<file path="config.mk">
export PLATFORM = sky130hd
export DESIGN_NAME = ide_cell
export DESIGN_NICKNAME = d
export VERILOG_FILES = /design/src/ide_pkg.sv /design/src/ide_cell.sv
export SDC_FILE = /design/constraint.sdc
export NUM_CORES = 1
export LEC_CHECK = 0
export ABC_AREA = 1
export BUFFER_PORTS_ARGS = -buffer_cell sky130_fd_sc_hd__buf_4
export CAP_MARGIN = 25
export CORE_MARGIN = 5
export CORE_UTILIZATION = 30
export CTS_BUF_LIST = sky130_fd_sc_hd__clkbuf_16
export CTS_CLUSTER_DIAMETER = 150
export DETAILED_ROUTE_END_ITERATION = 12
export GPL_ROUTABILITY_DRIVEN = 0
export PLACE_DENSITY_LB_ADDON = 0.12
export SETUP_SLACK_MARGIN = 0.15
export SLEW_MARGIN = 0
export SYNTH_ARGS = -nofsm -noshare
export SYNTH_HDL_FRONTEND = slang
export SYNTH_SLANG_ARGS = --single-unit
</file>
<file path="constraint.sdc">
create_clock -name clock -period 3.5 [get_ports clock]
set_input_delay 0.7 -clock clock [delete_from_list [all_inputs] [get_ports clock]]
set_output_delay 0.7 -clock clock [all_outputs]
set_load 0.005 [all_outputs]
</file>
<file path="src/ide_pkg.sv">
// Types and constants shared by the deque engine modules.
// No dependencies.
package ide_pkg;
   localparam int unsigned DATA_W = 32;
   localparam int unsigned REQ_W = 3;
   localparam int unsigned STATUS_W = 3;
   localparam int unsigned COUNT_W = 9;

   typedef enum logic [REQ_W-1:0] {
      REQ_PUSH_FRONT = 3'd0,
      REQ_PUSH_BACK = 3'd1,
      REQ_POP_FRONT = 3'd2,
      REQ_POP_BACK = 3'd3,
      REQ_SEARCH = 3'd4,
      REQ_MID_INSERT = 3'd5,
      REQ_MAX = 3'd6,
      REQ_NONE = 3'd7
   } req_type_type;

   typedef enum logic [STATUS_W-1:0] {
      ST_OK = 3'd0,
      ST_EMPTY = 3'd1,
      ST_FULL = 3'd2,
      ST_PRESENT = 3'd3,
      ST_SHORT = 3'd4
   } status_type;

   // Per-cycle command broadcast from the control to every cell.
   typedef struct packed {
      logic shift_up;
      logic shift_down;
      logic [DATA_W-1:0] value;
   } cell_cmd_type;
endpackage

</file>
<file path="src/ide_cell.sv">
// One list entry of the deque engine: holds a value, shifts with its neighbors.
// Depends on ide_pkg.
module ide_cell (
   input  logic                        clock,
   input  ide_pkg::cell_cmd_type       cmd,
   input  logic                        sel_ins,
   input  logic                        up_en,
   input  logic                        dn_en,
   input  logic                        live,
   input  logic [ide_pkg::DATA_W-1:0]  lower_val,
   input  logic [ide_pkg::DATA_W-1:0]  upper_val,
   input  logic [ide_pkg::DATA_W-1:0]  max_in,
   output logic [ide_pkg::DATA_W-1:0]  val,
   output logic                        match,
   output logic [ide_pkg::DATA_W-1:0]  max_out
);
   import ide_pkg::*;
   logic [DATA_W-1:0] val_ff, val_in, max_ff, max_nx;

   always_comb begin
      val_in = val_ff;
      if (cmd.shift_up && sel_ins) val_in = cmd.value;
      else if (cmd.shift_up && up_en) val_in = lower_val;
      else if (cmd.shift_down && dn_en) val_in = upper_val;
      max_nx = (live && $signed(val_ff) > $signed(max_in)) ? val_ff : max_in;
   end

   always_ff @(posedge clock) begin
      val_ff <= val_in;
      max_ff <= max_nx;
   end

   assign val = val_ff;
   assign match = live && (val_ff == cmd.value);
   assign max_out = max_ff;
endmodule

</file>
==> metrics.log <==
[metrics] outcome: completed
[metrics] worst slack at placement: 743 ps
[metrics] total clock sinks: 64
[metrics] Post-Route Hold Slack: 566 ps
[metrics] cell class contributing the biggest share of worst-path delay: flip-flops
[metrics] average instance area after synthesis: 7.59 µm²
[metrics] setup skew after layout: 9.66 ps
[metrics] worst slew slack as a fraction of its limit: a little over two fifths
[metrics] Peak Freq: between 0.3 and 0.4 GHz
[metrics] total CTS buffers: 9
[metrics] worst setup slack for register-to-register paths: about 1000 ps
[metrics] Worst path depth: 7
[metrics] drt initial violations: 219
[metrics] aggregate global-route resource usage: 18.0%
[metrics] via count: 4293
[metrics] worst-path cell with the longest stage delay: sky130_fd_sc_hd__edfxtp_1
[metrics] number of diodes added for antenna fixing: 0
[metrics] number of register bits inferred by synthesis: 64
[metrics] switching part of the total: a little under a third
[metrics] Met2 Wirelength: approximately 7.1 mm
[metrics] count of max-cap constraint violations: 0
[metrics] CP peak stage delay: 510 ps
[metrics] CTS clock-pin slew for the worst setup and hold paths: 50 ps
[metrics] DP Wirelength: 11.8 mm
[metrics] core region area: 13300 µm²
[metrics] area added between synthesis and finish: 47.4%
[metrics] clock tree from TritonCTS: done
[metrics] Static Leak: 3.07 nW
[metrics] initial antenna violation count: 0
[metrics] worst setup path class: reg2out
[metrics] combinational share of power: between 30 and 40%
[metrics] full die area: 16000 µm²
[metrics] biggest fanout along the worst timing path: 5
[metrics] initial core utilization: 30.7%
[metrics] remaining antenna violation count: 0
[metrics] Routed Wire Length: ~15 mm
[metrics] I/O Pins: 200
[metrics] count of H-tree levels built during CTS: 3
[metrics] routed length on met1: between 6 and 7 mm
[metrics] highest metal layer used by the detailed router: met4
[metrics] clock network power share: 30.9%
[metrics] post-layout utilization of the core: 45.2%
[metrics] post-layout instance count excluding filler cells: 909
[metrics] hold-fix buffers at CTS: 0
[metrics] critical path data arrival time: 1940 ps
[metrics] class of the worst hold path: in2reg
[metrics] Worst Hold Depth: 3
[metrics] per-cell routed wire length: 16.1 µm
[metrics] yosys warns: 0
[metrics] global-route wire length before repair: approximately 23 mm
[metrics] Synth Net Count: just over 700
[metrics] final hold violation count: 0
[metrics] Period Utilization, post-route: between 70% and 80%
[metrics] via count of the first global-routing pass: 4344
[metrics] detailed-route DRC error count: 0
[metrics] insertion delay to the later sink of the worst-skew pair: 330 ps
[metrics] combined buffer and inverter count along the critical path: 1
[metrics] CP endpoint: match
[metrics] fin. max-slew vios: 0
[metrics] setup TNS after final layout: 0 ps
[metrics] CP startpoint: val[21]
[metrics] Worst Reg2Reg Path Length in Cells: 10
[metrics] internal power: 1.91 mW
[metrics] category of the worst setup path capture point: output pin
[metrics] sequential element share of the synthesized area: 39.3%
[metrics] gate count of the mapped netlist: 537
[metrics] peak supply drop: about 0.00019 V
[metrics] width of the die: 127 µm
[metrics] clock period minus worst slack: roughly 2600 ps
[metrics] post-CTS setup repair buffer count: 0
[metrics] length of the first detailed-routing pass in iterations: 5
[metrics] Met3 Routed Length: 1.10 mm
[metrics] vias per cell: 4.72
[metrics] CP Data Required Time: ~2800 ps
[metrics] RR Endpoint: max_out[3]
[metrics] maximum buffer depth of the clock tree: 2
[metrics] pin slew with the least headroom to its limit: roughly 860 ps
[metrics] placed cell count: 893
[metrics] height of the chip: 127 µm
[metrics] r2r startpoint: val[31]
[metrics] pin count of the biggest net entering global routing: 65
[metrics] switching pwr: 0.869 mW
[metrics] startpoint class of the critical path: flip-flop
[metrics] count of distinct cell types in the synthesized netlist: 33
[metrics] part of the total power dissipated in sequential elements: between 30% and 40%
[metrics] area of the mapped netlist: 4080 µm²
[metrics] unrepaired setup endpoints after global routing: false
[metrics] post-CTS sizing: 0
[metrics] count of buffers inserted at the top-level ports: just under 200
[metrics] number of failing setup endpoints in the final timing report: 0
[metrics] Net count, final: 895
[metrics] post-route worst setup slack: 859 ps
[metrics] row cnt: 42
[metrics] clock root cell: sky130_fd_sc_hd__clkbuf_16
[metrics] power per standard cell area: 462 nW/µm²
[metrics] ratio of cells with drive above 1 in the final layout: around a third
[metrics] final global-route overflow total: 0
[metrics] cell-by-cell trace of the critical path: a22o_1, nor2_1, nand3_1, a211oi_1, nand3_1, nor2_1, buf_4
[sequential cells by signal, summed over array words and instances, names as in the netlist]
signal   count
max_out     32
val         32
[layer usage]
metal  vias to the layer above  GRT usage [%]
li1                       2197              -
met1                      1922           22.7
met2                       156           30.3
met3                        18           4.75
met4                         0           5.05
met5                         -              0
[cells by family after synthesis]
family / Yosys count / share of synthesized area, %
compound gates: 72 / 11.4
xor+xnor: 11 / 2.36
fa+ha+maj: 32 / 9.82
buf+inv: 84 / 8.47
flops: 64 / 39.3
simple gates: 274 / 28.7
[power by group through the flow]
stage          Clock [mW]  Sequential (mW)  Combinational (mW)
2_1_floorplan           0             1.05               0.414
3_3_place_gp            0             1.09               0.847
3_5_place_dp            0             1.08               0.864
4_1_cts             0.881             1.07               0.867
5_1_grt             0.909             1.08               0.961
6_report            0.857             1.07               0.851
[how the worst min path moves through the flow]
stage / from / end
floorplan: val[11] / max_out[11]
detailed placement: val[1] / max_out[1]
CTS: max_in[15] / max_out[15]
global route: max_in[14] / max_out[14]
global placement: val[1] / max_out[1]
finish: max_in[18] / max_out[18]
[cell type report]
class | instances | area (µm²)
Multi-Input combinational cell | 389 | 2140
Clock inverter | 7 | 53.8
Sequential cell | 64 | 1600
Tap cell | 176 | 220
Inverter | 59 | 221
Clock buffer | 9 | 225
Timing Repair Buffer | 205 | 1540
Fill cell | 1338 | 7290
[cells in the mapped netlist]
cell type	instances	area share, %
sky130_fd_sc_hd__a21oi_1	14	1.7
sky130_fd_sc_hd__xor2_1	5	1.1
sky130_fd_sc_hd__edfxtp_1	32	24
sky130_fd_sc_hd__ha_1	32	9.8
sky130_fd_sc_hd__nor2_1	45	4.1
sky130_fd_sc_hd__nand2_2	1	0.15
sky130_fd_sc_hd__o21a_1	2	0.37
sky130_fd_sc_hd__or2_2	4	0.61
sky130_fd_sc_hd__a21oi_2	1	0.21
sky130_fd_sc_hd__dfxtp_1	32	16
sky130_fd_sc_hd__a31oi_1	32	4.9
sky130_fd_sc_hd__o21ai_0	5	0.61
sky130_fd_sc_hd__nor3_1	2	0.25
sky130_fd_sc_hd__nor2_2	2	0.31
sky130_fd_sc_hd__clkbuf_1	14	1.3
sky130_fd_sc_hd__a221oi_1	6	1.3
sky130_fd_sc_hd__a21o_1	1	0.18
sky130_fd_sc_hd__a211oi_1	3	0.55
sky130_fd_sc_hd__a31oi_2	1	0.31
sky130_fd_sc_hd__buf_6	3	0.83
sky130_fd_sc_hd__nand3_2	1	0.25
sky130_fd_sc_hd__o22ai_1	5	0.77
sky130_fd_sc_hd__nand2_1	176	16
sky130_fd_sc_hd__a22o_1	1	0.21
sky130_fd_sc_hd__xnor2_1	6	1.3
sky130_fd_sc_hd__buf_1	2	0.18
sky130_fd_sc_hd__nand4_1	34	5.2
sky130_fd_sc_hd__nand3_1	7	0.86
sky130_fd_sc_hd__nor3_2	1	0.25
sky130_fd_sc_hd__inv_1	59	5.4
sky130_fd_sc_hd__buf_2	6	0.74
sky130_fd_sc_hd__o221ai_1	1	0.21
sky130_fd_sc_hd__nand3_4	1	0.43
[cell usage in the layout, fill, tap and decap left out, types with 2 or more instances in the layout]
| master | netlist | layout |
|---|---|---|
| sky130_fd_sc_hd__xnor2_1 | 6 | 6 |
| sky130_fd_sc_hd__a21oi_1 | 14 | 14 |
| sky130_fd_sc_hd__clkbuf_16 | 0 | 9 |
| sky130_fd_sc_hd__nand4_1 | 34 | 34 |
| sky130_fd_sc_hd__a31oi_1 | 32 | 32 |
| sky130_fd_sc_hd__a221oi_1 | 6 | 6 |
| sky130_fd_sc_hd__nand2_1 | 176 | 175 |
| sky130_fd_sc_hd__a211oi_1 | 3 | 3 |
| sky130_fd_sc_hd__clkinv_1 | 0 | 4 |
| sky130_fd_sc_hd__inv_1 | 59 | 60 |
| sky130_fd_sc_hd__nor2_2 | 2 | 2 |
| sky130_fd_sc_hd__nand3_2 | 1 | 2 |
| sky130_fd_sc_hd__o21a_1 | 2 | 2 |
| sky130_fd_sc_hd__nand3_1 | 7 | 6 |
| sky130_fd_sc_hd__or2_2 | 4 | 4 |
| sky130_fd_sc_hd__edfxtp_1 | 32 | 32 |
| sky130_fd_sc_hd__buf_4 | 0 | 205 |
| sky130_fd_sc_hd__nor2_1 | 45 | 45 |
| sky130_fd_sc_hd__nor3_1 | 2 | 2 |
| sky130_fd_sc_hd__o21ai_0 | 5 | 5 |
| sky130_fd_sc_hd__xor2_1 | 5 | 5 |
| sky130_fd_sc_hd__ha_1 | 32 | 32 |
| sky130_fd_sc_hd__nand2_2 | 1 | 2 |
| sky130_fd_sc_hd__o22ai_1 | 5 | 5 |
| sky130_fd_sc_hd__dfxtp_1 | 32 | 32 |
[worst reg2reg max path, stage by stage, from the launching register on]
cell and delay [ps]:
sky130_fd_sc_hd__edfxtp_1 490, sky130_fd_sc_hd__ha_1 400, sky130_fd_sc_hd__nand2_1 110, sky130_fd_sc_hd__nor2_2 120, sky130_fd_sc_hd__nand2_1 100, sky130_fd_sc_hd__nor2_2 190
sky130_fd_sc_hd__nand2_1 110, sky130_fd_sc_hd__nand3_2 220, sky130_fd_sc_hd__nand3_4 370, sky130_fd_sc_hd__nand2_1 190, sky130_fd_sc_hd__nand2_1 60
[through the flow]
step	total power, mW	instance area, µm²
global placement	1.93	5730
global route	2.96	6010
floorplan	1.46	4080
finish	2.78	6010
CTS	2.82	6010
detailed placement	1.95	5730
(Power assumes the default switching activity.)
